### config.mk
export PLATFORM = sky130hd
export DESIGN_NAME = cpc_stage
export DESIGN_NICKNAME = d
export VERILOG_FILES = /design/src/cartesian_polar_converter_core_assert.svh /design/src/cpc_pkg.sv /design/src/cpc_stage.sv
export SDC_FILE = /design/constraint.sdc
export NUM_CORES = 1
export LEC_CHECK = 0
export BUFFER_PORTS_ARGS = -buffer_cell sky130_fd_sc_hd__buf_2
export CAP_MARGIN = 0
export CORE_MARGIN = 1.5
export CORE_UTILIZATION = 55
export CTS_CLUSTER_SIZE = 20
export DETAILED_ROUTE_END_ITERATION = 10
export GPL_TIMING_DRIVEN = 1
export PLACE_DENSITY = 0.85
export SYNTH_ARGS = -nofsm -noshare
export SYNTH_HDL_FRONTEND = slang
export SYNTH_SLANG_ARGS = --single-unit
### constraint.sdc
create_clock -name clk_i -period 0.9 [get_ports clk_i]
set_input_delay 0.18 -clock clk_i [delete_from_list [all_inputs] [get_ports clk_i]]
set_output_delay 0.18 -clock clk_i [all_outputs]
set_load 0.005 [all_outputs]
### src/cartesian_polar_converter_core_assert.svh
// assertion macros used by the converter top level
`ifndef CARTESIAN_POLAR_CONVERTER_CORE_ASSERT_SVH
`define CARTESIAN_POLAR_CONVERTER_CORE_ASSERT_SVH

// consequent must hold in the same cycle as the antecedent
`define CPC_ASSERT_SAME(lbl, clk, rstn, ante, cons, msg) \
  lbl: assert property (@(posedge clk) disable iff (!rstn) (ante) |-> (cons)) \
    else $error(msg);

// consequent must hold in the cycle after the antecedent
`define CPC_ASSERT_NEXT(lbl, clk, rstn, ante, cons, msg) \
  lbl: assert property (@(posedge clk) disable iff (!rstn) (ante) |=> (cons)) \
    else $error(msg);

`endif

### src/cpc_pkg.sv
// shared constants, types and tables of the coordinate converter
`timescale 1ns / 1ps

package cpc_pkg;

  // mode codes carried in tuser
  localparam logic KIND_TO_POLAR = 1'b0;
  localparam logic KIND_TO_CART  = 1'b1;

  // fraction bits kept below the coordinate lsb
  localparam int GUARD = 8;
  // angle accumulator: 32-bit turns plus a sign bit
  localparam int ZW = 33;
  // gain constant in q30
  localparam int K_FRAC = 30;
  localparam int KW = 30;
  localparam logic [31:0] K_INF_Q30  = 32'd652032874;
  localparam logic [31:0] K_CORR_Q30 = 32'd434688583;
  // split point of the gain multiply
  localparam int GAIN_LO = 20;
  // longest table the unit supports
  localparam int MAX_STEPS = 32;

  // atan(2^-i) in 32-bit turns
  localparam logic [31:0] ATAN_TURNS [MAX_STEPS] = '{
    32'h20000000, 32'h12E4051E, 32'h09FB385B, 32'h051111D4,
    32'h028B0D43, 32'h0145D7E1, 32'h00A2F61E, 32'h00517C55,
    32'h0028BE53, 32'h00145F2F, 32'h000A2F98, 32'h000517CC,
    32'h00028BE6, 32'h000145F3, 32'h0000A2FA, 32'h0000517D,
    32'h000028BE, 32'h0000145F, 32'h00000A30, 32'h00000518,
    32'h0000028C, 32'h00000146, 32'h000000A3, 32'h00000051,
    32'h00000029, 32'h00000014, 32'h0000000A, 32'h00000005,
    32'h00000003, 32'h00000001, 32'h00000001, 32'h00000000
  };

  // control that travels with each request through the pipe
  typedef struct packed {
    logic valid;
    logic kind;
    logic origin;
  } ctrl_t;

  // inverse cordic gain for a given number of iterations
  function automatic logic [KW-1:0] gain_k(input int steps);
    logic [31:0] k;
    k = K_INF_Q30;
    if (2 * steps < 31) begin
      k = k + (K_CORR_Q30 >> (2 * steps));
    end
    return k[KW-1:0];
  endfunction

endpackage

### src/cpc_stage.sv
// one registered cordic iteration, vectoring or rotation by mode
`timescale 1ns / 1ps

module cpc_stage #(
  parameter int W = 27,
  parameter int I = 0
) (
  input  logic                      clk_i,
  input  logic                      rst_ni,
  input  logic                      en_i,
  input  cpc_pkg::ctrl_t            ctrl_i,
  input  logic signed [W-1:0]       x_i,
  input  logic signed [W-1:0]       y_i,
  input  logic [cpc_pkg::ZW-1:0]    z_i,
  output cpc_pkg::ctrl_t            ctrl_o,
  output logic signed [W-1:0]       x_o,
  output logic signed [W-1:0]       y_o,
  output logic [cpc_pkg::ZW-1:0]    z_o
);

  localparam logic [cpc_pkg::ZW-1:0] ATAN = {1'b0, cpc_pkg::ATAN_TURNS[I]};

  logic signed [W-1:0]       xs, ys, x_d, y_d, x_q, y_q;
  logic [cpc_pkg::ZW-1:0]    z_d, z_q;
  logic                      cw;
  cpc_pkg::ctrl_t            ctrl_q;

  // vectoring drives y to zero, rotation drives z to zero
  always_comb begin
    xs = x_i >>> I;
    ys = y_i >>> I;
    if (ctrl_i.kind == cpc_pkg::KIND_TO_POLAR) begin
      cw = !y_i[W-1];
    end else begin
      cw = z_i[cpc_pkg::ZW-1];
    end
    if (cw) begin
      x_d = x_i + ys;
      y_d = y_i - xs;
      z_d = z_i + ATAN;
    end else begin
      x_d = x_i - ys;
      y_d = y_i + xs;
      z_d = z_i - ATAN;
    end
  end

  // control register
  always_ff @(posedge clk_i or negedge rst_ni) begin
    if (!rst_ni) begin
      ctrl_q <= '0;
    end else if (en_i) begin
      ctrl_q <= ctrl_i;
    end
  end

  // data register
  always_ff @(posedge clk_i) begin
    if (en_i) begin
      x_q <= x_d;
      y_q <= y_d;
      z_q <= z_d;
    end
  end

  assign ctrl_o = ctrl_q;
  assign x_o    = x_q;
  assign y_o    = y_q;
  assign z_o    = z_q;

endmodule

==> results of run 1 <==
[through the flow]
step	hold slack (ns)	setup WS, ns	util (%)	cell area, µm²
after floorplan	-0.116	-1.40	-	7850
after global placement	-0.0244	-1.78	82.1	10800
after detailed placement	-0.0169	-1.86	82.1	10800
after CTS	0.00196	-1.44	90.7	12000
[per-layer routing]
metal / overflow / GRT usage [%]
met5: 2 / 42.6
met4: 310 / 117
met1: 25 / 92.4
met3: 23 / 79.4
met2: 1107 / 138
[cells by family after synthesis]
group	share of synthesized area (%)
compound gates	22.9
mux	1.96
flops	36.0
fa+ha+maj	16.0
xor+xnor	6.16
simple gates	10.7
buf+inv	6.38
[timing repair]
item | 4_1_cts
gates resized for setup | 147
cloned | 2
endpoints found under the setup margin | 145
setup buffers | 26
pin swaps | 86
hold endpoints to repair | 3
hold buffers | 1
==> metrics.txt, run 1 <==
Rows=42; Mean Syn Cell Area=between 9 and 10 µm²; cell area after synthesis=around 0.0074 mm²; share of the synthesized area in the top cell type=a little over a third; Num CTS Buffers=9; TritonCTS sink count=approximately 90; number of synthesized flops with an enable pin=86; GP Congestion=between 0.9 and 1; Cells after DPL=between 1000 and 1500; CTS root buffer=clkbuf_16; cells after synthesis=approximately 790; Worst EP Category=register data pin; io pins=~180; status=stopped before the end; port bufs=between 150 and 200; H-tree Lvls=3; yosys synthesis warning count=0; GRT Residual Overflow=roughly 1500; most numerous cell in the Yosys netlist=a21oi_1; Commonest cells post-synth=89 x a21oi_1, 88 x ha_1, 86 x edfxtp_1, 79 x inv_1, 48 x nor2_1; syn nets=slightly below 1000; main area contributors after synthesis=edfxtp_1 35%, ha_1 15%, a21oi_1 6.0%; Stop stage=global routing (5_1_grt); cell taking the most area after synthesis=edfxtp_1; GRT Resource Usage Total=105%; Max Buffers Root-to-Sink=2; top_reg_cell synth=edfxtp_1; ys async rst share=3.37%; number of library cell types mapped by synthesis=70; flops & latches, synth=89; Err=[ERROR GRT-0232] Routing congestion too high. Check the congestion heatmap in the GUI.; die height=~120 µm; Die Wd=between 100 and 150 µm; Worst EP post-GRT repair=y_o[26]$_DFFE_PP_/D; post-synthesis sequential area ratio=36.0%; hpwl dp=21.6 mm; largest net degree at the start of global routing=45; Starting Density=between 50% and 60%
==> inputs of run 2 (changes only) <==
--- a/config.mk
+++ b/config.mk
@@ -8,11 +8,10 @@
 export BUFFER_PORTS_ARGS = -buffer_cell sky130_fd_sc_hd__buf_2
 export CAP_MARGIN = 0
 export CORE_MARGIN = 1.5
-export CORE_UTILIZATION = 55
-export CTS_CLUSTER_SIZE = 20
+export CORE_UTILIZATION = 40
 export DETAILED_ROUTE_END_ITERATION = 10
 export GPL_TIMING_DRIVEN = 1
-export PLACE_DENSITY = 0.85
+export PLACE_DENSITY_LB_ADDON = 0.15
 export SYNTH_ARGS = -nofsm -noshare
 export SYNTH_HDL_FRONTEND = slang
 export SYNTH_SLANG_ARGS = --single-unit
==> metrics.txt, run 2 <==
clk slew on worst S/H paths=around 0.07 ns; main area contributors after synthesis=edfxtp_1 35%, ha_1 15%, a21oi_1 6.0%; TritonCTS sink count=89; Final Critical Period=approximately 2.3 ns; most common cell after layout, fill and taps aside=buf_4; RSZ-0062 raised after global routing=true; Die Wd=about 140 µm; drt total wl=around 26 mm; cells after synthesis=~790; Finished Layout Cells=around 1500; layout cell share with drive strength beyond 1=a little over half; Final nets=~1500; CP Max Fanout=3; ANT cells=0; DR DRC count=0; Max Buffers Root-to-Sink=2; cell taking the most area after synthesis=edfxtp_1; final setup vio count=about 150; syn nets=around 970; max FFs per register=33; Core ar.=0.0180 mm²; Tcrit/Tclk final=261%; setup ws final=-1.45 ns; Commonest cells post-synth=89 x a21oi_1, 88 x ha_1, 86 x edfxtp_1, 79 x inv_1, 48 x nor2_1; Lkg Pwr=between 5 and 6 nW; Rows=between 40 and 50; Detailed Routing Iterations Pass 1=5; Least-Margin Pin Slew=between 0.5 and 0.6 ns; worst hold slack=~0.006 ns; crit end category=register; routed length per instance=around 17 µm; area grow syn2layout=73.1%; initial DRC count=approximately 480; Clk Latency, worst-skew pair=between 0.3 and 0.4 ns; GP Congestion=between 0.9 and 1; yosys synthesis warning count=0; Vias=7933; GRT Resource Usage Total=between 20% and 30%; Post-DP Area=around 0.011 mm²; Rel. slew slack=between 60% and 70%; P per Cell Area=around 1300 mW/mm²; first-pass GRT wire length=between 40 and 50 mm; Slew Viols, Final=0; Max VDD drop=1.23 mV; Mean Syn Cell Area=roughly 9.4 µm²; DR vias/cell=approximately 5.3; most frequent cells in the layout=269 x buf_4, 163 x buf_2, 86 x edfxtp_1; die height=around 140 µm; flops & latches, synth=approximately 90; vias in the first global route=just under 8000; post-route cell area=0.0128 mm²; Hold Vio Cnt, Final=0; initial antenna violation count=0; worst hold path type=input pin to register; most numerous cell in the Yosys netlist=a21oi_1; H-tree Lvls=3; failing checks=setup timing; io pins=about 180; Die ar.=about 0.019 mm²; Worst setup SP type=input pin; number of library cell types mapped by synthesis=70; top_reg_cell synth=edfxtp_1; Final Power=between 15 and 20 mW; post-synthesis sequential area ratio=a little over a third; ANT nets after route=0; hpwl dp=~20 mm; number of synthesized flops with an enable pin=86; max cap viols=0; Arr. time, crit path=approximately 2.5 ns; status=complete, but fails checks; ys async rst share=3.37%; Num CTS Buffers=9; worst path required time=1.00 ns; Starting Density=41.0%; post-layout util=roughly 70%; Setup Skew=0 ns; Crit Path Class=input pin to register; largest net degree at the start of global routing=slightly below 60; Cells after DPL=approximately 1400; Peak Freq=0.426 GHz; port bufs=between 150 and 200; CTS tree=built; cell area after synthesis=~0.0074 mm²; share of the synthesized area in the top cell type=between 30% and 40%; GRT Residual Overflow=0; CTS root buffer=clkbuf_16
==> run 2: cell counts after synthesis <==
No cell type changed its count.
==> run 2: timing repair <==
item | in CTS | in global routing
hold buffers | 18 | 3
hold endpoints to repair | 20 | 3
buffers inserted | 22 | 13
gates cloned | 4 | 0
endpoints found under the setup margin | 145 | 146
resized for setup | 153 | 89
pin swaps | 93 | 75
==> run 2: final cells by class <==
class | count | area (µm²)
clock inverters | 7 | 72.6
multi-input cells | 582 | 5360
repair buffers | 508 | 3800
fillers | 1336 | 5240
inverters | 84 | 379
well taps | 229 | 287
flip-flops and latches | 89 | 2660
repair inverters | 1 | 6.26
clock buffers | 9 | 225
==> run 2: power breakdown <==
part	switching, mW	leakage, nW	total (mW)	internal, mW
combinational	3.73	4.85	7.60	3.87
clock	1.84	0.143	3.80	1.96
sequential	0.194	0.877	5.52	5.32
total	5.77	5.87	16.9	11.1
==> run 2: cell families after synthesis <==
| group | Yosys count | share of synthesized area [%] |
|---|---|---|
| compound gates | 260 | 22.9 |
| simple gates | 164 | 10.7 |
| buf+inv | 118 | 6.38 |
| fa+ha+maj | 92 | 16.0 |
| flops | 89 | 36.0 |
| xor+xnor | 52 | 6.16 |
| mux | 14 | 1.96 |
==> run 2: critical path: stages <==
cell,delay [ns]
buf_8,0.09
ha_4,0.13
inv_2,0.04
fa_2,0.38
o21ba_4,0.20
o211ai_1,0.28
nand4_1,0.17
buf_6,0.18
a311oi_4,0.24
or2_4,0.20
buf_4,0.11
mux2i_1,0.08
xnor2_1,0.16
==> run 2: metrics by stage <==
stage	setup WS (ns)	setup TNS, ns
2_1_floorplan	-1.40	-56.43
3_3_place_gp	-1.91	-83.49
3_5_place_dp	-1.98	-85.79
6_report	-1.45	-70.49
5_1_grt	-1.52	-76.59
4_1_cts	-1.40	-68.30
==> run 2: per-layer routing <==
metal / part of all wire (%) / vias up / track usage, %
li1: - / 3810 / -
met1: 44 / 3770 / 34.9
met2: 48 / 312 / 45.9
met3: 5.8 / 41 / 3.52
met4: 2.5 / 0 / 8.00
met5: 0 / - / 0
==> run 2: path summary, 6_finish.rpt <==
check                           startpoint         to  slack (ns)  cells after the start
worst min register to register   ctrl_o[1]  ctrl_o[1]        0.54                      1
min in group asynchronous           rst_ni  ctrl_o[2]        0.17                      2
max in group asynchronous           rst_ni  ctrl_o[1]        0.61                      2
worst max-delay path                y_i[0]    y_o[16]       -1.45                     13
worst min-delay path               z_i[15]    z_o[15]       0.006                      1
worst max register to register   ctrl_o[0]  ctrl_o[0]           0                      2
(Power assumes the default switching activity.)
