--- config.mk ---
export PLATFORM = sky130hd
export DESIGN_NAME = cpc_post
export DESIGN_NICKNAME = d
export VERILOG_FILES = /design/src/cartesian_polar_converter_core_assert.svh /design/src/cpc_pkg.sv /design/src/cpc_post.sv
export SDC_FILE = /design/constraint.sdc
export NUM_CORES = 1
export LEC_CHECK = 0
export CELL_PAD_IN_SITES_DETAIL_PLACEMENT = 0
export CELL_PAD_IN_SITES_GLOBAL_PLACEMENT = 1
export CORE_MARGIN = 8
export CORE_UTILIZATION = 35
export CTS_CLUSTER_SIZE = 40
export DETAILED_ROUTE_END_ITERATION = 6
export DONT_BUFFER_PORTS = 1
export GPL_ROUTABILITY_DRIVEN = 0
export PLACE_DENSITY_LB_ADDON = 0.1
export SYNTH_ARGS = -nofsm -noshare
export SYNTH_HDL_FRONTEND = slang
export SYNTH_SLANG_ARGS = --single-unit
--- constraint.sdc ---
create_clock -name clk_i -period 1.68 [get_ports clk_i]
set_input_delay 0.252 -clock clk_i [delete_from_list [all_inputs] [get_ports clk_i]]
set_output_delay 0.252 -clock clk_i [all_outputs]
set_load 0.02 [all_outputs]
--- src/cartesian_polar_converter_core_assert.svh ---
// assertion macros used by the converter top level
`ifndef CARTESIAN_POLAR_CONVERTER_CORE_ASSERT_SVH
`define CARTESIAN_POLAR_CONVERTER_CORE_ASSERT_SVH

// consequent must hold in the same cycle as the antecedent
`define CPC_ASSERT_SAME(lbl, clk, rstn, ante, cons, msg) \
  lbl: assert property (@(posedge clk) disable iff (!rstn) (ante) |-> (cons)) \
    else $error(msg);

// consequent must hold in the cycle after the antecedent
`define CPC_ASSERT_NEXT(lbl, clk, rstn, ante, cons, msg) \
  lbl: assert property (@(posedge clk) disable iff (!rstn) (ante) |=> (cons)) \
    else $error(msg);

`endif

--- src/cpc_pkg.sv ---
// shared constants, types and tables of the coordinate converter
`timescale 1ns / 1ps

package cpc_pkg;

  // mode codes carried in tuser
  localparam logic KIND_TO_POLAR = 1'b0;
  localparam logic KIND_TO_CART  = 1'b1;

  // fraction bits kept below the coordinate lsb
  localparam int GUARD = 8;
  // angle accumulator: 32-bit turns plus a sign bit
  localparam int ZW = 33;
  // gain constant in q30
  localparam int K_FRAC = 30;
  localparam int KW = 30;
  localparam logic [31:0] K_INF_Q30  = 32'd652032874;
  localparam logic [31:0] K_CORR_Q30 = 32'd434688583;
  // split point of the gain multiply
  localparam int GAIN_LO = 20;
  // longest table the unit supports
  localparam int MAX_STEPS = 32;

  // atan(2^-i) in 32-bit turns
  localparam logic [31:0] ATAN_TURNS [MAX_STEPS] = '{
    32'h20000000, 32'h12E4051E, 32'h09FB385B, 32'h051111D4,
    32'h028B0D43, 32'h0145D7E1, 32'h00A2F61E, 32'h00517C55,
    32'h0028BE53, 32'h00145F2F, 32'h000A2F98, 32'h000517CC,
    32'h00028BE6, 32'h000145F3, 32'h0000A2FA, 32'h0000517D,
    32'h000028BE, 32'h0000145F, 32'h00000A30, 32'h00000518,
    32'h0000028C, 32'h00000146, 32'h000000A3, 32'h00000051,
    32'h00000029, 32'h00000014, 32'h0000000A, 32'h00000005,
    32'h00000003, 32'h00000001, 32'h00000001, 32'h00000000
  };

  // control that travels with each request through the pipe
  typedef struct packed {
    logic valid;
    logic kind;
    logic origin;
  } ctrl_t;

  // inverse cordic gain for a given number of iterations
  function automatic logic [KW-1:0] gain_k(input int steps);
    logic [31:0] k;
    k = K_INF_Q30;
    if (2 * steps < 31) begin
      k = k + (K_CORR_Q30 >> (2 * steps));
    end
    return k[KW-1:0];
  endfunction

endpackage

--- src/cpc_post.sv ---
// output rounding, angle scaling and saturation
`timescale 1ns / 1ps

module cpc_post #(
  parameter int CB = 16,
  parameter int W  = 27
) (
  input  logic                      clk_i,
  input  logic                      rst_ni,
  input  logic                      en_i,
  input  cpc_pkg::ctrl_t            ctrl_i,
  input  logic signed [W-1:0]       x_i,
  input  logic signed [W-1:0]       y_i,
  input  logic [cpc_pkg::ZW-1:0]    z_i,
  output cpc_pkg::ctrl_t            ctrl_o,
  output logic signed [CB:0]        a_o,
  output logic signed [CB-1:0]      b_o
);

  localparam int ASH = 32 - CB;
  localparam logic signed [W-1:0] RND = W'(1 << (cpc_pkg::GUARD - 1));
  localparam logic signed [W-1:0] HALF_P = {{(W - CB){1'b0}}, 1'b1, {(CB - 1){1'b0}}};
  localparam logic signed [W-1:0] HALF_N = W'(-HALF_P);
  localparam logic signed [W-1:0] HALF_M = W'(HALF_P - 1);
  localparam logic [32:0] ARND = (33'd1 << ASH) >> 1;

  logic signed [W-1:0]     xl, yl, xc, yc;
  logic [32:0]             zsum;
  logic signed [CB:0]      a_d, a_q;
  logic signed [CB-1:0]    b_d, b_q;
  cpc_pkg::ctrl_t          ctrl_q;

  // leave the internal format and pick the mode's results
  always_comb begin
    xl   = (x_i + RND) >>> cpc_pkg::GUARD;
    yl   = (y_i + RND) >>> cpc_pkg::GUARD;
    xc   = (xl > HALF_P) ? HALF_P : ((xl < HALF_N) ? HALF_N : xl);
    yc   = (yl > HALF_M) ? HALF_M : ((yl < HALF_N) ? HALF_N : yl);
    zsum = {1'b0, z_i[31:0]} + ARND;
    if (ctrl_i.kind == cpc_pkg::KIND_TO_POLAR) begin
      if (ctrl_i.origin) begin
        a_d = '0;
        b_d = '0;
      end else begin
        a_d = xl[CB:0];
        b_d = zsum[ASH +: CB];
      end
    end else begin
      a_d = xc[CB:0];
      b_d = yc[CB-1:0];
    end
  end

  // control register
  always_ff @(posedge clk_i or negedge rst_ni) begin
    if (!rst_ni) begin
      ctrl_q <= '0;
    end else if (en_i) begin
      ctrl_q <= ctrl_i;
    end
  end

  // result register
  always_ff @(posedge clk_i) begin
    if (en_i) begin
      a_q <= a_d;
      b_q <= b_d;
    end
  end

  assign ctrl_o = ctrl_q;
  assign a_o    = a_q;
  assign b_o    = b_q;

endmodule

# Yosys cells after proc, flatten, opt, wreduce, memory -nomap -nowiden
# Index checks and enable logic that the tools add are counted.
# classes
addsub	3
magnitude_cmp	4
mux	8
# ops
cell	n
$mux 17	4
$mux 16	4
$add 27x9->27 const B	2
$lt 19x16->1 const B	2
$add 32x16->32 const B	1
$gt 19x16->1 const B	1
$gt 19x17->1 const B	1
# word_totals
ff_bits	36
in_bits	93
out_inout_bits	36
elab_cells	20

# Depth between registers and ports, before layout
# logic_depth
ltp_word	5
depth_mapped	9
ltp_nobuf	7

# Worst setup path after synthesis
# OpenSTA, ideal clock, no wires.
# synth_path
path_type	input to register
from	input y_i[7]
to	register b_q[10] (netlist: b_o[10]) (data pin)
setup_ns	0.275
arrival_ns	1.675
required_ns	1.405
slack_ns	-0.270
path_stages	8
n_path_buf	1
path_cell_list	ha_1 > and2_1 > nor4b_1 > a31o_2 > o31a_1 > o21ai_4 > buf_6 > o221ai_1
# synth_between
elab_chain_len	5
elab_cells_between_ends	6
classes_between	add/sub: 1; order compare: 2; mux: 3
# synth_rtl
item	line_no	text
start, declared	cpc_post.sv:13	input logic signed [W-1:0] y_i,
$add 27x9->27 (*)	cpc_post.sv:36	yl = (y_i + RND) >>> cpc_pkg::GUARD;
$lt 19x16->1	cpc_post.sv:38	yc = (yl > HALF_M) ? HALF_M : ((yl < HALF_N) ? HALF_N : yl);
$mux 16	cpc_post.sv:38	
$mux 16 (*)	cpc_post.sv:38	
$mux 16 (*)	cpc_post.sv:40	if (ctrl_i.kind == cpc_pkg::KIND_TO_POLAR) begin
via b_d[10]	cpc_post.sv:30	logic signed [CB-1:0] b_d, b_q;
end signal, assigned	cpc_post.sv:67	b_q <= b_d;
end, declared	cpc_post.sv:30	
# The timed path passes the listed nets; every way through them passes the cells marked *.
# A chain may end at the register's enable or synchronous reset.

# Worst setup path in the final report
# layout_path
from	input y_i[20]
to	register b_q[10] (netlist: b_o[10]) (data pin)
# The elaborated chain is that of the path after synthesis.

==> flow_metrics.tcl <==
set metrics [dict create \
    status "complete, no violations" \
    critical-path-max-stage-delay_ns 0.36 \
    path_buf_inv 2 \
    worstHoldPathType "in -> reg" \
    synth_nets 354 \
    met1_length_mm 3.20 \
    drv_slew 0 \
    peakVddDrop_mv 0.342 \
    synthFlopType "edfxtp_1" \
    worstHoldStart "en_i" \
    r2r_start "ctrl_o[0]$_DFFE_PN0P_" \
    stdcell_area_mm2 0.00324 \
    fin_crit_sh_pct 99.5 \
    worstMarginPinSlew_ns 0.841 \
    cellPowerDensity_mw_per_mm2 719 \
    core_mm2 0.00718 \
    diodes 0 \
    clkTransAtPathRegs_ns 0.08 \
    path_max_fanout 6 \
    stdcell_count 391 \
    drv_cap 0 \
    synth-seq-area-share_pct 41.6 \
    met3_wirelength_um 764 \
    dp_slack_ns -0.272 \
    cts-buffers-inserted 5 \
    synth-edff-count 33 \
    yosysUniqueCellTypes 45 \
    route.detailed.drc 0 \
    clock-sinks 36 \
    vias_per_cell 5.30 \
    area.sequential_mm2 0.00107 \
    synthTopCellsByArea "edfxtp_1, xor2_1, xnor2_1" \
    synth_top_area_share_pct 38.7 \
    cts.path.max_buffers 2 \
    grt_pass1_wl_mm 10.2 \
    track_usage_pct 12.9 \
    drt_iter0_markers 71 \
    grt_antenna_before_repair 0 \
    wl_mm 7.18 \
    num_vias 2071 \
    chipHeight_um 102 \
    routed.top_layer "met4" \
    yosys.area.top_type "edfxtp_1" \
    synth.ff_latch_count 36 \
    first_pass_iters 4 \
    placed_cells 379 \
    grt_pass1_vias 1953 \
    critPathCaptureType "flip-flop" \
    multi_input_area_mm2 0.00164 \
    syn_avg_cell_area_um2 9.92 \
    crit_chain "nand3_4 -> buf_6 -> nor4_4 -> nor2_1 -> o31a_1 -> o21ai_4 -> clkbuf_16 -> o221ai_2" \
    fin_ws_ns 0.00815 \
    grt_max_degree 37 \
    startpoint_type "input pin" \
    layout.nets 387 \
    die_w_um 102 \
    root_buffer "clkbuf_8" \
    crit_arrival_ns 1.68 \
    rrSetupSlack_ns 0.82 \
    grt_overflow 0 \
    synthTopCellsByCount "edfxtp_1, nor2_1, xor2_1" \
    synthArstFlopShare_pct 8.33 \
    cp_slowest_cell "nor4_4" \
    syn-cell-area_mm2 0.00256 \
    io_pins 129 \
    crit_type "in -> reg" \
    fmax_mhz 598 \
    htree_levels 2 \
    port_buffers 0 \
    yosys_warnings 0 \
    finish.utilization_pct 45.1 \
    final_layout_size_suffix_gt1_share_pct 26.0 \
    crit_family "compound AO/OA/AOI/OAI gates" \
    syn_to_final_growth_pct 26.5 \
    dpl_cell_area_mm2 0.00291 \
    whs_ns 0.0680 \
    setup_violations 0 \
    period_needed_ns 1.67 \
    yosysMostFrequentCell "edfxtp_1" \
    hpwl_mm 5.53 \
    clk-insertion-delay-late_ns 0.29 \
    rsz0062_at_grt "yes" \
    max_slew_margin_pct 43.8 \
    p_leak_uw 0.00111 \
    num_rows 31 \
    initial_core_util_pct 35.7 \
    cts_tree "done" \
    postSynthCellCount 258 \
    hold_violations 0 \
    worstPathRequired_ns 1.69 \
    clock-skew-final_ns 0 \
    die_area_mm2 0.0103 \
    nFillCells 691 \
    wl_per_cell_um 18.4 \
    critPathLaunch "y_i[20]" \
    ant_nets 0 \
    dr_wl_met2_mm 3.12 \
]
==> repair_timing <==
item	CTS	global route
hold buffers	1	0
setup endpoints to repair	0	25
endpoints found under the hold margin	3	0
setup buffers	0	1
gates resized for setup	0	31
==> placed cells by master (no fill, tap or decap), types with 3 or more instances in the layout <==
cell type  count
a21oi_1        3
and3_1         7
and4_1         3
buf_4         25
buf_6          3
clkbuf_8       5
dfrtp_1        3
edfxtp_1      33
inv_1          6
mux2_2         3
nand2_1       25
nand3_1       20
nand4_1       11
nor2_1        29
nor2_2         3
nor3_1         5
nor4_4         3
o21ai_0        3
o221ai_2      12
or2_2          3
xnor2_1       16
xor2_1        30
==> registers in the layout, indices dropped and copies added, names as in the netlist <==
signal,count
a_o,17
ctrl_o,3
b_o,16
==> metal layers <==
layer  global-route usage (%)  vias to the layer above
met2                     19.1                       86
met5                        0                        -
met4                     4.47                        0
met1                     16.0                      952
met3                     5.84                        8
li1                         -                     1025
==> area by class of cell <==
class | instances | share of cell area, %
clock buffers | 5 | 2.13
clock inverters | 3 | 1.16
multi-input cells | 211 | 50.7
flip-flops and latches | 36 | 32.9
repair buffers | 31 | 8.54
inverters | 6 | 0.696
well taps | 99 | 3.83
==> metrics by stage <==
step / TNS, ns / power (µW)
finish: 0 / 2330
global route: -0.540 / 2420
CTS: 0 / 2290
detailed placement: -6.61 / 1530
global placement: -6.67 / 1530
floorplan: -2.02 / 1440
==> where the power goes <==
part / switching (µW) / internal, µW
combinational: 158 / 176
sequential: 145 / 1090
clock: 328 / 433
==> worst paths after layout <==
| path | endpoint | cells past startpoint |
|---|---|---|
| setup / recovery | b_o[10]$_DFFE_PP_ | 8 |
| setup reg to reg | ctrl_o[0]$_DFFE_PN0P_ | 1 |
| hold reg to reg | ctrl_o[1]$_DFFE_PN0P_ | 1 |
| hold / removal | a_o[0]$_DFFE_PP_ | 0 |
| max in group asynchronous | ctrl_o[2]$_DFFE_PN0P_ | 1 |
| min in group asynchronous | ctrl_o[0]$_DFFE_PN0P_ | 1 |
==> logic make-up after synthesis <==
| logic type | Yosys count | share of synthesized area [%] |
|---|---|---|
| AOI/OAI and AO/OA | 33 | 11.0 |
| xor gates and xnor gates | 47 | 16.1 |
| adders and majority gates | 3 | 1.47 |
| buffers and inverters | 11 | 2.54 |
| DFF | 36 | 41.6 |
| muxes | 6 | 2.49 |
| and+or+nand+nor | 122 | 24.8 |
Power figures use the tool's default switching activity.
