===== src/cartesian_polar_converter_core_assert.svh =====
// assertion macros used by the converter top level
`ifndef CARTESIAN_POLAR_CONVERTER_CORE_ASSERT_SVH
`define CARTESIAN_POLAR_CONVERTER_CORE_ASSERT_SVH

// consequent must hold in the same cycle as the antecedent
`define CPC_ASSERT_SAME(lbl, clk, rstn, ante, cons, msg) \
  lbl: assert property (@(posedge clk) disable iff (!rstn) (ante) |-> (cons)) \
    else $error(msg);

// consequent must hold in the cycle after the antecedent
`define CPC_ASSERT_NEXT(lbl, clk, rstn, ante, cons, msg) \
  lbl: assert property (@(posedge clk) disable iff (!rstn) (ante) |=> (cons)) \
    else $error(msg);

`endif


===== src/cpc_pkg.sv =====
// shared constants, types and tables of the coordinate converter
`timescale 1ns / 1ps

package cpc_pkg;

  // mode codes carried in tuser
  localparam logic KIND_TO_POLAR = 1'b0;
  localparam logic KIND_TO_CART  = 1'b1;

  // fraction bits kept below the coordinate lsb
  localparam int GUARD = 8;
  // angle accumulator: 32-bit turns plus a sign bit
  localparam int ZW = 33;
  // gain constant in q30
  localparam int K_FRAC = 30;
  localparam int KW = 30;
  localparam logic [31:0] K_INF_Q30  = 32'd652032874;
  localparam logic [31:0] K_CORR_Q30 = 32'd434688583;
  // split point of the gain multiply
  localparam int GAIN_LO = 20;
  // longest table the unit supports
  localparam int MAX_STEPS = 32;

  // atan(2^-i) in 32-bit turns
  localparam logic [31:0] ATAN_TURNS [MAX_STEPS] = '{
    32'h20000000, 32'h12E4051E, 32'h09FB385B, 32'h051111D4,
    32'h028B0D43, 32'h0145D7E1, 32'h00A2F61E, 32'h00517C55,
    32'h0028BE53, 32'h00145F2F, 32'h000A2F98, 32'h000517CC,
    32'h00028BE6, 32'h000145F3, 32'h0000A2FA, 32'h0000517D,
    32'h000028BE, 32'h0000145F, 32'h00000A30, 32'h00000518,
    32'h0000028C, 32'h00000146, 32'h000000A3, 32'h00000051,
    32'h00000029, 32'h00000014, 32'h0000000A, 32'h00000005,
    32'h00000003, 32'h00000001, 32'h00000001, 32'h00000000
  };

  // control that travels with each request through the pipe
  typedef struct packed {
    logic valid;
    logic kind;
    logic origin;
  } ctrl_t;

  // inverse cordic gain for a given number of iterations
  function automatic logic [KW-1:0] gain_k(input int steps);
    logic [31:0] k;
    k = K_INF_Q30;
    if (2 * steps < 31) begin
      k = k + (K_CORR_Q30 >> (2 * steps));
    end
    return k[KW-1:0];
  endfunction

endpackage


===== src/cpc_gain.sv =====
// two-stage gain correction of x, applied only for one mode
`timescale 1ns / 1ps

module cpc_gain #(
  parameter int   W          = 27,
  parameter int   STEPS      = 16,
  parameter logic APPLY_KIND = 1'b0
) (
  input  logic                      clk_i,
  input  logic                      rst_ni,
  input  logic                      en_i,
  input  cpc_pkg::ctrl_t            ctrl_i,
  input  logic signed [W-1:0]       x_i,
  input  logic signed [W-1:0]       y_i,
  input  logic [cpc_pkg::ZW-1:0]    z_i,
  output cpc_pkg::ctrl_t            ctrl_o,
  output logic signed [W-1:0]       x_o,
  output logic signed [W-1:0]       y_o,
  output logic [cpc_pkg::ZW-1:0]    z_o
);

  localparam int AW = (W > cpc_pkg::GAIN_LO) ? W : cpc_pkg::GAIN_LO + 1;
  localparam int HW = AW - cpc_pkg::GAIN_LO;
  localparam int PHW = HW + cpc_pkg::KW;
  localparam int PLW = cpc_pkg::GAIN_LO + cpc_pkg::KW;
  localparam int SW = AW + cpc_pkg::KW + 1;
  localparam logic [cpc_pkg::KW-1:0] K = cpc_pkg::gain_k(STEPS);
  localparam logic [SW-1:0] RND = SW'(1) << (cpc_pkg::K_FRAC - 1);

  logic                          neg;
  logic [W-1:0]                  mag;
  logic [AW-1:0]                 mag_ext;
  logic [HW-1:0]                 hi;
  logic [cpc_pkg::GAIN_LO-1:0]   lo;

  cpc_pkg::ctrl_t                ctrl_a_q, ctrl_b_q;
  logic [PHW-1:0]                p_hi_q;
  logic [PLW-1:0]                p_lo_q;
  logic                          neg_a_q;
  logic signed [W-1:0]           x_a_q, y_a_q, x_b_q, y_b_q;
  logic [cpc_pkg::ZW-1:0]        z_a_q, z_b_q;

  logic [SW-1:0]                 sum;
  logic [W-1:0]                  rmag;
  logic signed [W-1:0]           x_g;

  // magnitude split into two partial products
  always_comb begin
    neg     = x_i[W-1];
    mag     = neg ? W'(-x_i) : W'(x_i);
    mag_ext = AW'(mag);
    hi      = mag_ext[AW-1:cpc_pkg::GAIN_LO];
    lo      = mag_ext[cpc_pkg::GAIN_LO-1:0];
  end

  // combine partial products, round half up, restore sign
  always_comb begin
    sum  = (SW'(p_hi_q) << cpc_pkg::GAIN_LO) + SW'(p_lo_q) + RND;
    rmag = W'(sum[SW-1:cpc_pkg::K_FRAC]);
    x_g  = neg_a_q ? signed'(-rmag) : signed'(rmag);
  end

  // control registers of both stages
  always_ff @(posedge clk_i or negedge rst_ni) begin
    if (!rst_ni) begin
      ctrl_a_q <= '0;
      ctrl_b_q <= '0;
    end else if (en_i) begin
      ctrl_a_q <= ctrl_i;
      ctrl_b_q <= ctrl_a_q;
    end
  end

  // data registers of both stages
  always_ff @(posedge clk_i) begin
    if (en_i) begin
      p_hi_q  <= PHW'(hi) * PHW'(K);
      p_lo_q  <= PLW'(lo) * PLW'(K);
      neg_a_q <= neg;
      x_a_q   <= x_i;
      y_a_q   <= y_i;
      z_a_q   <= z_i;
      x_b_q   <= (ctrl_a_q.kind == APPLY_KIND) ? x_g : x_a_q;
      y_b_q   <= y_a_q;
      z_b_q   <= z_a_q;
    end
  end

  assign ctrl_o = ctrl_b_q;
  assign x_o    = x_b_q;
  assign y_o    = y_b_q;
  assign z_o    = z_b_q;

endmodule


===== config.mk =====
export PLATFORM = sky130hd
export DESIGN_NAME = cpc_gain
export DESIGN_NICKNAME = d
export VERILOG_FILES = /design/src/cartesian_polar_converter_core_assert.svh /design/src/cpc_pkg.sv /design/src/cpc_gain.sv
export SDC_FILE = /design/constraint.sdc
export NUM_CORES = 1
export LEC_CHECK = 0
export BUFFER_PORTS_ARGS = -buffer_cell sky130_fd_sc_hd__clkbuf_2
export CAP_MARGIN = 10
export CORE_MARGIN = 1.5
export CORE_UTILIZATION = 40
export CTS_BUF_LIST = sky130_fd_sc_hd__clkbuf_2 sky130_fd_sc_hd__clkbuf_4 sky130_fd_sc_hd__clkbuf_8
export DETAILED_ROUTE_END_ITERATION = 6
export SYNTH_ARGS = -nofsm -noshare
export SYNTH_HDL_FRONTEND = slang
export SYNTH_SLANG_ARGS = --single-unit
export TNS_END_PERCENT = 5

===== constraint.sdc =====
create_clock -name clk_i -period 3.9 [get_ports clk_i]
set_input_delay 0.78 -clock clk_i [delete_from_list [all_inputs] [get_ports clk_i]]
set_output_delay 0.78 -clock clk_i [all_outputs]
set_load 0.05 [all_outputs]

# Word-level counts from Yosys, hierarchy flattened
# Cells that the tools add are included.
# totals
ff_bits,266
inputBits,93
output_inout_bits,90
wordCells,24
# op_classes
add_sub_neg,4
multipliers,2
muxes,3
# op_table
cell,count
27-bit two-way mux,3
"57-bit by 30-bit adder with 57-bit output, second input constant",1
57-bit by 50-bit adder with 57-bit output,1
27-bit negator,2
"20-bit by 29-bit multiplier with 49-bit output, second input constant",1
"7-bit by 29-bit multiplier with 36-bit output, second input constant",1

# Logic depth before layout (Yosys ltp)
# logic_depth
ltp_word,5
mapped_depth,33

# Least setup slack after synthesis
# OpenSTA, ideal clock, no wires.
# synth_timing
path_type,input-to-reg
startpoint,in x_i[1]
endpoint,"reg p_lo_q[44], data pin"
setup_ps,263
t_arrival_ps,8276
t_required_ps,3637
setup_slack_ps,-4638
cell_stages,29
n_path_buf,0
path_cell_list,or2_2 or4_1 nand2b_1 nor2_1 nand2_1 and2_1 xor2_1 ha_1 inv_1 fa_1 fa_1 fa_1 fa_1 inv_1 fa_1 inv_1 fa_1 inv_1 ha_1 nand3_1 nor3_1 o2111a_1 o21ai_0 o21ai_0 a21oi_1 o21ai_0 a41oi_1 o21bai_1 xor2_1
# synth_via
elab_chain_cells,3
# synth_rtl
item,line,source
from (decl),cpc_gain.sv:13,"input logic signed [W-1:0] x_i,"
27-bit negator,cpc_gain.sv:50,mag = neg ? W'(-x_i) : W'(x_i);
27-bit two-way mux *,cpc_gain.sv:50,
20-bit by 29-bit multiplier with 49-bit output *,cpc_gain.sv:78,p_lo_q <= PLW'(lo) * PLW'(K);
to (signal assigned),cpc_gain.sv:78,
to (decl),cpc_gain.sv:38,logic [PLW-1:0] p_lo_q;
# Every way passes the cells marked *; elsewhere a longest branch is shown, timed or not.
# A chain may end at the register's enable or synchronous reset.

# Final worst setup path
# layout_timing
startpoint,in x_i[0]
endpoint,"reg p_lo_q[47], data pin"
# Same word-level chain as after synthesis.

==> impl.org <==
** Outcome
- The run finished, with violations left.
- The checks that failed: negative setup slack.

** Logic synthesis
- Synthesis produced a netlist with a net count of 2819.
- Yosys warning total :: 0
- The mapped netlist covers around 24000 sq um.
- Largest area contributor in the netlist :: edfxtp_1
- By area the synthesized netlist is led by edfxtp_1, fa_1, ha_1.
- Number of synthesized flops with an enable pin :: between 200 and 250
- A synthesized cell averages roughly 11 sq um.
- Among all flip-flop cells after synthesis, the most frequent one is edfxtp_1.
- In this run, distinct cell masters in the synthesized netlist total 72.
- Share of the synthesized area in the top cell type :: 0.301
- Proportion of register bits with asynchronous set or reset after synthesis :: 0.0245
- Synth Instances :: 2097
- Library cell with the highest instance count after synthesis :: inv_1
- In the synthesized netlist, the cells that appear most often are inv_1, ha_1, fa_1.
- Portion of the post-synthesis area used by sequential elements :: 0.307
- #FFs+latches synth :: between 200 and 250

** Setup path
- Critical register-to-register path endpoint :: x_o[14]$_DFFE_PP_
- Delay of the slowest cell on the worst path :: about 0.56 ns
- Crit path to :: p_lo_q[47]$_DFFE_PP_
- STA puts the critical path data required time at 4.26 ns.
- The worst setup path is launched from an input port.
- Logic depth of the worst register-to-register path :: 15
- Arr. time, crit path :: 8.15 ns
- CP max-delay cell :: fa_1
- The number of buffers and inverters on the critical path is 7.
- The worst setup path is captured at a register.
- The critical path is of the in -> reg type.
- Worst reg2reg path startpoint :: p_hi_q[11]$_DFFE_PP_
- Worst R2R Setup Slack :: -0.52 ns
- The most critical setup path has its startpoint at x_i[0].
- CP top delay family :: adder cells
- Along the worst path, the maximum fanout reaches 4.
- Critical path depth in cells :: 34

** Clock network
- Clock-pin slew of the registers on the worst-case setup and hold paths :: 0.06 ns
- In this run the deepest clock path goes through 3 buffers.
- Count of clock tree sinks :: 245
- TritonCTS created 43 clock buffers.
- Clock insertion delay at the later pin of the skew report :: 0.61 ns
- Root buffer cell :: clkbuf_8
- CTS tree :: built
- H-tree levels :: 2

** Place
- The congestion estimate from routability-driven global placement came to 0.965.
- Half-perimeter wire length after placement :: 56800 microns
- Count of buffers inserted at the top-level ports :: ~180

** Drt
- The routed layout has about 18000 vias.
- Average vias per placed instance :: 4.87
- The detailed router finished its first iteration with between 700 and 800 violations.
- The final layout contains routed wiring with a total length of approximately 66000 microns.
- Drt pass-1 iters :: 4
- Residual DRC :: 0
- In the final routed layout, each cell accounts on average for approximately 18 microns.
- The count of nets left with antenna violations once routing finished came out at 0.

** STA
- Number of pins exceeding their max-slew limit in the final report :: 0
- The final count of hold timing violations is 0.
- Total of endpoints with negative setup slack in the final report :: 78
- Between clock sinks in the finished design, the worst skew comes to 0.0382 ns.
- Worst slew pin tran :: between 0.6 and 0.7 ns
- Summed over all failing endpoints, the final setup total negative slack is -184.71 ns.
- In the finished design, the share of the clock period the worst path needs comes to 2.00.
- Timing would allow up to approximately 130 MHz.
- Final WS setup :: -3.89 ns
- Min Clock Period, post-route :: 7.79 ns
- Hold timing on the final database bottoms out at a slack of 0.362 ns.
- Measured against its own limit, the worst slew margin works out to 0.553.
- Setup repair after global routing could not meet its margin everywhere.

** Global route
- Overall overflow remaining after global route :: 0
- Number of antenna violations at the first check in global routing :: 0
- Number of global-route vias before repair :: around 19000
- The first global-routing pass estimated 103000 microns of wire.
- Overall track demand over capacity in global routing :: 0.222
- Entering global routing, the biggest net connects 130 pins.

** Die
- In this run the count of I/O pins placed on the die edge is 183.
- The floorplan step defined a die boundary enclosing 61200 sq um.
- The initial utilization of the core area, before any placement, comes to 0.404.
- The region available for standard cell placement spans slightly below 60000 sq um.
- Die boundary height :: 247 microns
- In this run the horizontal extent of the chip is 247 microns.
- The floorplan has 89 rows.

** Layout
- The final layout contains 3541 nets.
- Layout fillers :: 5245
- Relative to the synthesized area, the layout overhead comes to 32.3%.
- In the final layout, the share of cells above drive strength 1 is 0.338.

** Hold path
- Type of the most critical hold path :: in -> reg
- In this run the most critical hold path is launched from z_i[25].

** Flow run
- Max-cap violations in this run came to 0.
-- cell usage in the layout, fill, tap and decap left out, types with 46 or more instances in the layout --
cell      netlist  routed
buf_4           0     505
inv_1         454     437
ha_1          347     323
fa_1          282     267
edfxtp_1      239     239
clkbuf_2        0     177
nand2_1        72      70
nor2_1         76      69
a21oi_1        77      60
xnor2_1        75      59
a21o_1         52      52
clkbuf_8        0      46
-- cell families (layout without fill, tap and decap cells) --
| logic type | Yosys count | count (layout) | synth area share |
|---|---|---|---|
| AOI/OAI and AO/OA | 318 | 318 | 0.0889 |
| xor gates and xnor gates | 110 | 110 | 0.0404 |
| adders and majority gates | 629 | 629 | 0.418 |
| buffers and inverters | 478 | 1230 | 0.0752 |
| DFF | 245 | 245 | 0.307 |
| muxes | 12 | 12 | 0.00556 |
| other | 0 | 1 | 0 |
| and+or+nand+nor | 305 | 305 | 0.0648 |
-- timing repair --
| item | 4_1_cts | 5_1_grt |
|---|---|---|
| hold endpoints to repair | 6 | 0 |
| endpoints found under the setup margin | 78 | 82 |
| pin swaps | 67 | 16 |
| hold buffers | 1 | 0 |
| setup buffers | 12 | 1 |
| resized for setup | 123 | 43 |
-- sequential cells by signal (all words and copies together) (netlist names), 26 cells and up --
register  flops
x_a_q        26
y_o          27
y_a_q        27
z_o          33
p_hi_q       36
x_o          27
z_a_q        33
p_lo_q       29
-- layout make-up --
cell class / count / area, sq um / share of cell area
clock inverter: 26 / 179 / 0.00566
multi-input combinational: 1374 / 15800 / 0.501
clock buffer: 49 / 637 / 0.0202
antenna: 1 / 2.50 / 0.0000792
inverter: 456 / 1720 / 0.0544
timing repair buffer: 699 / 4930 / 0.156
tap: 773 / 967 / 0.0306
sequential: 245 / 7330 / 0.232
-- through the flow --
step                       util  cells  setup WS [ns]  cell area [sq um]
after CTS                 0.532   3621          -3.80              31400
after global routing      0.535   3622          -4.11              31600
after detailed placement  0.507   3533          -4.79              29900
final                     0.535   3623          -3.89              31600
after global placement    0.507   3533          -4.70              29900
after floorplan               -   2097          -3.94              24300
-- layer usage --
layer	wire [microns]	track usage
met5	0	0
met1	30100	0.308
met2	30700	0.367
met3	3830	0.0358
met4	1140	0.0435
-- worst min path at each step --
stage | depth (start not counted) | slack, ns | endpoint
6_report | 1 | 0.36 | z_a_q[25]$_DFFE_PP_
5_1_grt | 1 | 0.34 | z_a_q[25]$_DFFE_PP_
4_1_cts | 1 | 0.31 | z_a_q[25]$_DFFE_PP_
3_5_place_dp | 0 | 0.40 | y_o[0]$_DFFE_PP_
3_3_place_gp | 0 | 0.40 | z_o[5]$_DFFE_PP_
2_1_floorplan | 0 | 0.40 | y_o[0]$_DFFE_PP_
Power is left out: the tool's default activity adds up to more than one toggle a clock period on the data nets, which glitch-free logic cannot reach.
