**src/cartesian_polar_converter_core_assert.svh**
```systemverilog
// assertion macros used by the converter top level
`ifndef CARTESIAN_POLAR_CONVERTER_CORE_ASSERT_SVH
`define CARTESIAN_POLAR_CONVERTER_CORE_ASSERT_SVH

// consequent must hold in the same cycle as the antecedent
`define CPC_ASSERT_SAME(lbl, clk, rstn, ante, cons, msg) \
  lbl: assert property (@(posedge clk) disable iff (!rstn) (ante) |-> (cons)) \
    else $error(msg);

// consequent must hold in the cycle after the antecedent
`define CPC_ASSERT_NEXT(lbl, clk, rstn, ante, cons, msg) \
  lbl: assert property (@(posedge clk) disable iff (!rstn) (ante) |=> (cons)) \
    else $error(msg);

`endif

```
**src/cpc_pkg.sv**
```systemverilog
// shared constants, types and tables of the coordinate converter
`timescale 1ns / 1ps

package cpc_pkg;

  // mode codes carried in tuser
  localparam logic KIND_TO_POLAR = 1'b0;
  localparam logic KIND_TO_CART  = 1'b1;

  // fraction bits kept below the coordinate lsb
  localparam int GUARD = 8;
  // angle accumulator: 32-bit turns plus a sign bit
  localparam int ZW = 33;
  // gain constant in q30
  localparam int K_FRAC = 30;
  localparam int KW = 30;
  localparam logic [31:0] K_INF_Q30  = 32'd652032874;
  localparam logic [31:0] K_CORR_Q30 = 32'd434688583;
  // split point of the gain multiply
  localparam int GAIN_LO = 20;
  // longest table the unit supports
  localparam int MAX_STEPS = 32;

  // atan(2^-i) in 32-bit turns
  localparam logic [31:0] ATAN_TURNS [MAX_STEPS] = '{
    32'h20000000, 32'h12E4051E, 32'h09FB385B, 32'h051111D4,
    32'h028B0D43, 32'h0145D7E1, 32'h00A2F61E, 32'h00517C55,
    32'h0028BE53, 32'h00145F2F, 32'h000A2F98, 32'h000517CC,
    32'h00028BE6, 32'h000145F3, 32'h0000A2FA, 32'h0000517D,
    32'h000028BE, 32'h0000145F, 32'h00000A30, 32'h00000518,
    32'h0000028C, 32'h00000146, 32'h000000A3, 32'h00000051,
    32'h00000029, 32'h00000014, 32'h0000000A, 32'h00000005,
    32'h00000003, 32'h00000001, 32'h00000001, 32'h00000000
  };

  // control that travels with each request through the pipe
  typedef struct packed {
    logic valid;
    logic kind;
    logic origin;
  } ctrl_t;

  // inverse cordic gain for a given number of iterations
  function automatic logic [KW-1:0] gain_k(input int steps);
    logic [31:0] k;
    k = K_INF_Q30;
    if (2 * steps < 31) begin
      k = k + (K_CORR_Q30 >> (2 * steps));
    end
    return k[KW-1:0];
  endfunction

endpackage

```
**src/cpc_pre.sv**
```systemverilog
// input conditioning: quadrant fold and scaling into the internal format
`timescale 1ns / 1ps

module cpc_pre #(
  parameter int CB = 16,
  parameter int W  = 27
) (
  input  logic                      clk_i,
  input  logic                      rst_ni,
  input  logic                      en_i,
  input  logic                      valid_i,
  input  logic                      kind_i,
  input  logic signed [CB-1:0]      a_i,
  input  logic signed [CB-1:0]      b_i,
  output cpc_pkg::ctrl_t            ctrl_o,
  output logic signed [W-1:0]       x_o,
  output logic signed [W-1:0]       y_o,
  output logic [cpc_pkg::ZW-1:0]    z_o
);

  localparam int ASH = 32 - CB;

  logic signed [CB:0]          a_ext, b_ext, a_neg, b_neg;
  logic signed [CB:0]          x_sel, y_sel;
  logic [31:0]                 t_raw, t_fold;
  logic                        flip;
  cpc_pkg::ctrl_t              ctrl_d, ctrl_q;
  logic signed [W-1:0]         x_d, y_d, x_q, y_q;
  logic [cpc_pkg::ZW-1:0]      z_d, z_q;

  // fold the point or angle into the right half plane
  always_comb begin
    a_ext  = {a_i[CB-1], a_i};
    b_ext  = {b_i[CB-1], b_i};
    a_neg  = -a_ext;
    b_neg  = -b_ext;
    t_raw  = 32'(b_i) << ASH;
    flip   = (t_raw[31:30] == 2'b01) || (t_raw[31:30] == 2'b10);
    t_fold = {t_raw[31] ^ flip, t_raw[30:0]};
    if (kind_i == cpc_pkg::KIND_TO_POLAR) begin
      x_sel = a_i[CB-1] ? a_neg : a_ext;
      y_sel = a_i[CB-1] ? b_neg : b_ext;
      z_d   = a_i[CB-1] ? {2'b01, 31'd0} : '0;
    end else begin
      x_sel = flip ? a_neg : a_ext;
      y_sel = '0;
      z_d   = {t_fold[31], t_fold};
    end
    x_d = W'(x_sel) <<< cpc_pkg::GUARD;
    y_d = W'(y_sel) <<< cpc_pkg::GUARD;
    ctrl_d.valid  = valid_i;
    ctrl_d.kind   = kind_i;
    ctrl_d.origin = (kind_i == cpc_pkg::KIND_TO_POLAR) && (a_i == '0) && (b_i == '0);
  end

  // control register
  always_ff @(posedge clk_i or negedge rst_ni) begin
    if (!rst_ni) begin
      ctrl_q <= '0;
    end else if (en_i) begin
      ctrl_q <= ctrl_d;
    end
  end

  // data register
  always_ff @(posedge clk_i) begin
    if (en_i) begin
      x_q <= x_d;
      y_q <= y_d;
      z_q <= z_d;
    end
  end

  assign ctrl_o = ctrl_q;
  assign x_o    = x_q;
  assign y_o    = y_q;
  assign z_o    = z_q;

endmodule

```
**config.mk**
```make
export PLATFORM = sky130hd
export DESIGN_NAME = cpc_pre
export DESIGN_NICKNAME = d
export VERILOG_FILES = /design/src/cartesian_polar_converter_core_assert.svh /design/src/cpc_pkg.sv /design/src/cpc_pre.sv
export SDC_FILE = /design/constraint.sdc
export NUM_CORES = 1
export LEC_CHECK = 0
export ABC_CLOCK_PERIOD_IN_PS = 800
export BUFFER_PORTS_ARGS = -buffer_cell sky130_fd_sc_hd__buf_2
export CELL_PAD_IN_SITES_DETAIL_PLACEMENT = 2
export CELL_PAD_IN_SITES_GLOBAL_PLACEMENT = 2
export CORE_ASPECT_RATIO = 0.7
export CORE_UTILIZATION = 26
export CTS_CLUSTER_SIZE = 25
export DETAILED_ROUTE_END_ITERATION = 12
export PLACE_DENSITY_LB_ADDON = 0.1
export SLEW_MARGIN = 20
export SYNTH_ARGS = -nofsm -noshare
export SYNTH_HDL_FRONTEND = slang
export SYNTH_SLANG_ARGS = --single-unit
```
**constraint.sdc**
```tcl
create_clock -name clk_i -period 0.8 [get_ports clk_i]
set_input_delay 0.24 -clock clk_i [delete_from_list [all_inputs] [get_ports clk_i]]
set_output_delay 0.24 -clock clk_i [all_outputs]
set_load 0.005 [all_outputs]
```
-- Word level (Yosys, flattened, before mapping)
Index checks and enable logic that the tools add are counted.
W data, S select, Z words.
- input port bits: 37
- logic and storage cells: 26
- output and inout bits: 90
- flip-flop bits (word level): 70
- reduce and logical (&&, ||, !) cells: 5
- bitwise operators: 2
- equal/unequal tests: 2
- $add $sub $neg: 2
- multiplexer cells: 7
- operators by type and width (cell ; count):
    $mux W17 ; 5
    $neg A16 Y17 ; 2
    $mux W33 ; 1
    $logic_not A16 Y1 ; 2
    $mux W32 ; 1
    $eq A2 B1 Y1 const B ; 1
    $eq A2 B2 Y1 const B ; 1
    $logic_and A1 B1 Y1 ; 2
    $logic_or A1 B1 Y1 ; 1
    $not A1 Y1 ; 1
    $xor A1 B1 Y1 ; 1

-- Logic depth before layout (Yosys ltp)
- depth after elaboration: 4
- gate-level depth with buffers: 8

-- Least setup slack after synthesis
Ideal clock, no wire load.
- path kind: input to register
- from: input a_i[11]
- to: register, netlist name x_o[24]
- arrival: 1.829 ns
- data required time: 0.540 ns
- buffers on the path: 0
- setup time: 0.260 ns
- slack: -1.289 ns
- cell stages on the path: 6
- cells stage by stage: or4_4 -> or3_4 -> nor4b_4 -> ha_1 -> a21oi_1 -> mux2_2
- longest elaborated chain between the ends: 3
- elaborated cells on any way between the ends: 4
- RTL lines (what ; line ; text):
    start: declaration ; cpc_pre.sv:13 ; input logic signed [CB-1:0] a_i,
    $neg A16 Y17 * ; cpc_pre.sv:35 ; a_neg = -a_ext;
    $mux W17, on equally long branches ; cpc_pre.sv:41, cpc_pre.sv:45 ;
    $mux W17 * ; cpc_pre.sv:40 ; if (kind_i == cpc_pkg::KIND_TO_POLAR) begin
    named net x_sel[16] ; cpc_pre.sv:24 ; logic signed [CB:0] x_sel, y_sel;
Mark *: on every way through the listed nets, which the timed path passes. The rest lies on a longest branch.
A chain may end at the register's enable or synchronous reset.

-- Worst setup path after layout
- from: input a_i[9]
- to: register, netlist name x_o[24]
- longest elaborated chain between the ends: 3
- elaborated cells on any way between the ends: 4
- RTL lines (what ; line):
    $neg A16 Y17 * ; cpc_pre.sv:35
    $mux W17, on equally long branches ; cpc_pre.sv:41, cpc_pre.sv:45
    $mux W17 * ; cpc_pre.sv:40
    named net x_sel[16] ; cpc_pre.sv:24
Marks and branches as above.

==> run_results.csv <==
group,metric,value,unit
global_routing,track_usage,17.7,%
sta,timing.final.setup_violations,92,
drt,via_count,2426,
placement,placed_cells,536,
clocking,tritoncts.num_buffers,5,
sta,layout_setup_ws,-1.18,ns
cells_and_area,final_cells,570,
floorplan,core.rowCount,32,
synthesis,synthAdderAreaFrac,2.12,%
worst_setup_path,critical_path_required,0.85,ns
synthesis,ys_seq_elements,54,
synthesis,postSynthCellCount,245,
placement,detailedPlacementHpwl,6.96,mm
worst_setup_path,crit_slowest_cell,"sky130_fd_sc_hd__or4_4",
worst_setup_path,crit_path_max_fanout,2,
synthesis,synth_simple_gate_area_share,15.6,%
clocking,cts.sinks,54,
placement,gp_routability_congestion,0.751,
global_routing,grtUsageMet2,30.2,%
floorplan,floorplan.die_area,11800,um2
clocking,cts_tree,"built",
synthesis,synth.top_cells.by_area,"sky130_fd_sc_hd__edfxtp_1, sky130_fd_sc_hd__buf_4, sky130_fd_sc_hd__xor2_1, sky130_fd_sc_hd__and2_1, sky130_fd_sc_hd__nor2_1",
global_routing,grt_start_max_net_pins,28,
drt,postRouteAntennaNets,0,
sta,timing.fmax,504,MHz
worst_setup_path,path_cells,"buf_2, or4_4, or3_4, nor4b_4, ha_1, a21oi_1, mux2_4",
outcome,violations,"setup timing",
sta,fin_crit_sh,248,%
worst_setup_path,critical-path-top-delay-family,"simple AND/OR/NAND/NOR gates",
floorplan,die_w,129,um
drt,drt_iter0_drc,74,
drt,routed_via_density,4.26,
synthesis,synth.distinct_cells,40,
clocking,cts-root-to-sink-buffers,2,
global_routing,gr-usage-met3,4.07,%
drt,detail_route.wirelength,9.99,mm
synthesis,synth.avg_cell_area,12.1,um2
floorplan,die-height,91.2,um
floorplan,fp.coreArea,11100,um2
synthesis,netlist_area,2960,um2
sta,rsz_0062_raised_after_global_routing,"true",
synthesis,synth-async-reset-ratio,5.56,%
run,maxCapViolations,0,
synthesis,synth_top_area_share,51.8,%
synthesis,synth-edff-count,51,
sta,report.final.hold_viol_count,0,
drt,count_of_tritonroute_iterations_in_the_first_routing_pass,4,
worst_setup_path,startpoint_type,"input port",
floorplan,initial_utilization,26.7,%
cells_and_area,area.growth.synth_to_final,67.2,%
outcome,run_status,"finished, violations left",
global_routing,global_route_met1_usage,22.7,%
hold_path,worst_hold_path_type,"in2reg",
global_routing,grt_first_pass_wirelength,15.4,mm
sta,hold_slack,0.173,ns
drt,route.detailed.wl_per_inst,17.5,um
clocking,root_buffer_cell,"sky130_fd_sc_hd__clkbuf_16",
power_and_ir_drop,peakVddDrop,0.796,mV
sta,fin_skew,0,ns
drt,drc,0,
worst_setup_path,timing.critical_path.to_type,"flop",
synthesis,synthMostInstantiatedCell,"sky130_fd_sc_hd__edfxtp_1",
placement,io_buffer_count,94,
power_and_ir_drop,total_leakage_power,0.00216,uW
global_routing,number_of_global_route_vias_before_repair,2660,
worst_setup_path,crit_buf_inv,1,
global_routing,gr-max-usage-layer,"met2",
cells_and_area,antenna_cells_inserted,0,
synthesis,synth-warning-count,0,
synthesis,post_synth_mux_area_share,2.92,%
clocking,latest_clock_arrival_within_the_worst_skew_pair,0.29,ns
cells_and_area,layout.filler_cells,1159,
floorplan,ioPinCount,127,
sta,finalWorstPathRequiredPeriod,1.98,ns
worst_setup_path,timing.critical_path.slowest_cell_delay,0.51,ns
synthesis,synth_compound_gate_area_share,5.38,%
worst_setup_path,cp.arrival,2.03,ns
power_and_ir_drop,p_per_area,1530,nW/um2
global_routing,grt_remaining_overflow,0,
synthesis,seq_area_frac_synth,54.4,%
clocking,cts-htree-levels,2,
clocking,cts.reportedPaths.clkPinSlew,0.07,ns
worst_setup_path,criticalPathCategory,"in2reg",
global_routing,antenna_found_initial,0,
synthesis,synth-main-ff-cell,"sky130_fd_sc_hd__edfxtp_1",
synthesis,synth_commonest_cells,"sky130_fd_sc_hd__edfxtp_1, sky130_fd_sc_hd__buf_4, sky130_fd_sc_hd__nor2_1, sky130_fd_sc_hd__xor2_1, sky130_fd_sc_hd__and2_1",
synthesis,synth_xor_area_share,8.00,%
cells_and_area,drive_above_1_share,60.2,%
synthesis,yosys.area.top_type,"sky130_fd_sc_hd__edfxtp_1",
sta,final_max_slew_viol_count,0,
synthesis,combinational_family_with_the_most_area_after_synthesis,"simple AND/OR/NAND/NOR gates",
cells_and_area,final_net_count,458,
[placed cells by master, fill, tap and decap left out, types with 3 or more instances in the layout]
cell	instances
sky130_fd_sc_hd__or4_4	6
sky130_fd_sc_hd__buf_2	81
sky130_fd_sc_hd__dfrtp_1	3
sky130_fd_sc_hd__nor3_4	4
sky130_fd_sc_hd__buf_8	4
sky130_fd_sc_hd__a21oi_2	5
sky130_fd_sc_hd__xor2_1	22
sky130_fd_sc_hd__o41ai_4	3
sky130_fd_sc_hd__or3_4	5
sky130_fd_sc_hd__conb_1	32
sky130_fd_sc_hd__mux2_4	3
sky130_fd_sc_hd__nor2_1	20
sky130_fd_sc_hd__buf_4	50
sky130_fd_sc_hd__buf_12	9
sky130_fd_sc_hd__edfxtp_1	51
sky130_fd_sc_hd__o31ai_4	4
sky130_fd_sc_hd__nor3_1	3
sky130_fd_sc_hd__buf_6	31
sky130_fd_sc_hd__nor2_2	5
sky130_fd_sc_hd__mux2i_1	3
sky130_fd_sc_hd__ha_4	3
sky130_fd_sc_hd__clkbuf_16	5
sky130_fd_sc_hd__or3_1	3
sky130_fd_sc_hd__and2_1	15
[metal layers]
layer	wire length [um]	vias to the layer above
li1	-	1136
met1	4420	1203
met2	4990	77
met3	483	10
met4	95	0
met5	0	-
[power breakdown]
part | internal, uW | switching [uW]
Combinational | 960 | 869
Clock | 1250 | 982
Sequential | 3420 | 84.9
Total | 5630 | 1940
[worst reg2reg max path, stage by stage, from the launching register on]
cell and delay, ns:
sky130_fd_sc_hd__dfrtp_1 0.39, sky130_fd_sc_hd__and2b_1 0.16, sky130_fd_sc_hd__a31o_1 0.17
[registers in the layout, indices dropped and copies added (netlist names)]
signal / flops
x_o: 17
ctrl_o: 3
z_o: 17
y_o: 17
[area by class of cell]
cell class                      count  area, um2  share of cell area (%)
Sequential cell                    54       1610                    32.5
Clock buffer                        8        146                    2.96
Multi-Input combinational cell    172       1540                    31.2
Timing Repair Buffer              176       1380                    27.9
Tap cell                          153        191                    3.87
Inverter                            7       76.3                    1.54
[final timing paths]
path / start / endpoint / slack [ns] / cells past startpoint
max in group asynchronous: rst_ni / ctrl_o[0]$_DFFE_PN0P_ / 0.44 / 2
hold / removal: valid_i / ctrl_o[2]$_DFFE_PN0P_ / 0.17 / 2
setup reg to reg: ctrl_o[0]$_DFFE_PN0P_ / ctrl_o[0]$_DFFE_PN0P_ / -0.02 / 2
hold reg to reg: ctrl_o[2]$_DFFE_PN0P_ / ctrl_o[2]$_DFFE_PN0P_ / 0.51 / 1
setup / recovery: a_i[9] / x_o[24]$_DFFE_PP_ / -1.18 / 7
min in group asynchronous: rst_ni / ctrl_o[1]$_DFFE_PN0P_ / 0.26 / 2
[per-stage QoR]
| stage | setup slack [ns] | utilization [%] | cell area [um2] | total power (uW) | TNS, ns |
|---|---|---|---|---|---|
| 5_1_grt | -1.22 | 44.7 | 4940 | 7950 | -38.98 |
| 4_1_cts | -1.17 | 43.8 | 4840 | 7590 | -36.38 |
| 2_1_floorplan | -1.26 | - | 3310 | 4270 | -23.42 |
| 3_3_place_gp | -1.45 | 36.9 | 4080 | 4930 | -44.03 |
| 3_5_place_dp | -1.53 | 36.9 | 4080 | 5000 | -46.23 |
| 6_report | -1.18 | 44.7 | 4940 | 7570 | -35.54 |
[cell families (layout without fill, tap and decap cells)]
family,after synthesis,count (layout)
compound gates,23,23
xor+xnor,27,27
fa+ha+maj,5,5
buf+inv,50,191
flops,54,54
mux,8,8
other cells,1,32
simple gates,77,77
[repair_timing]
action                     CTS  global route
gates resized for setup     91            25
setup endpoints to repair   93            93
hold endpoints to repair     3             0
buffers inserted            23            10
pin swaps                   36            32
cloned                       1             0
hold buffers                 1             0
(Power assumes the default switching activity.)
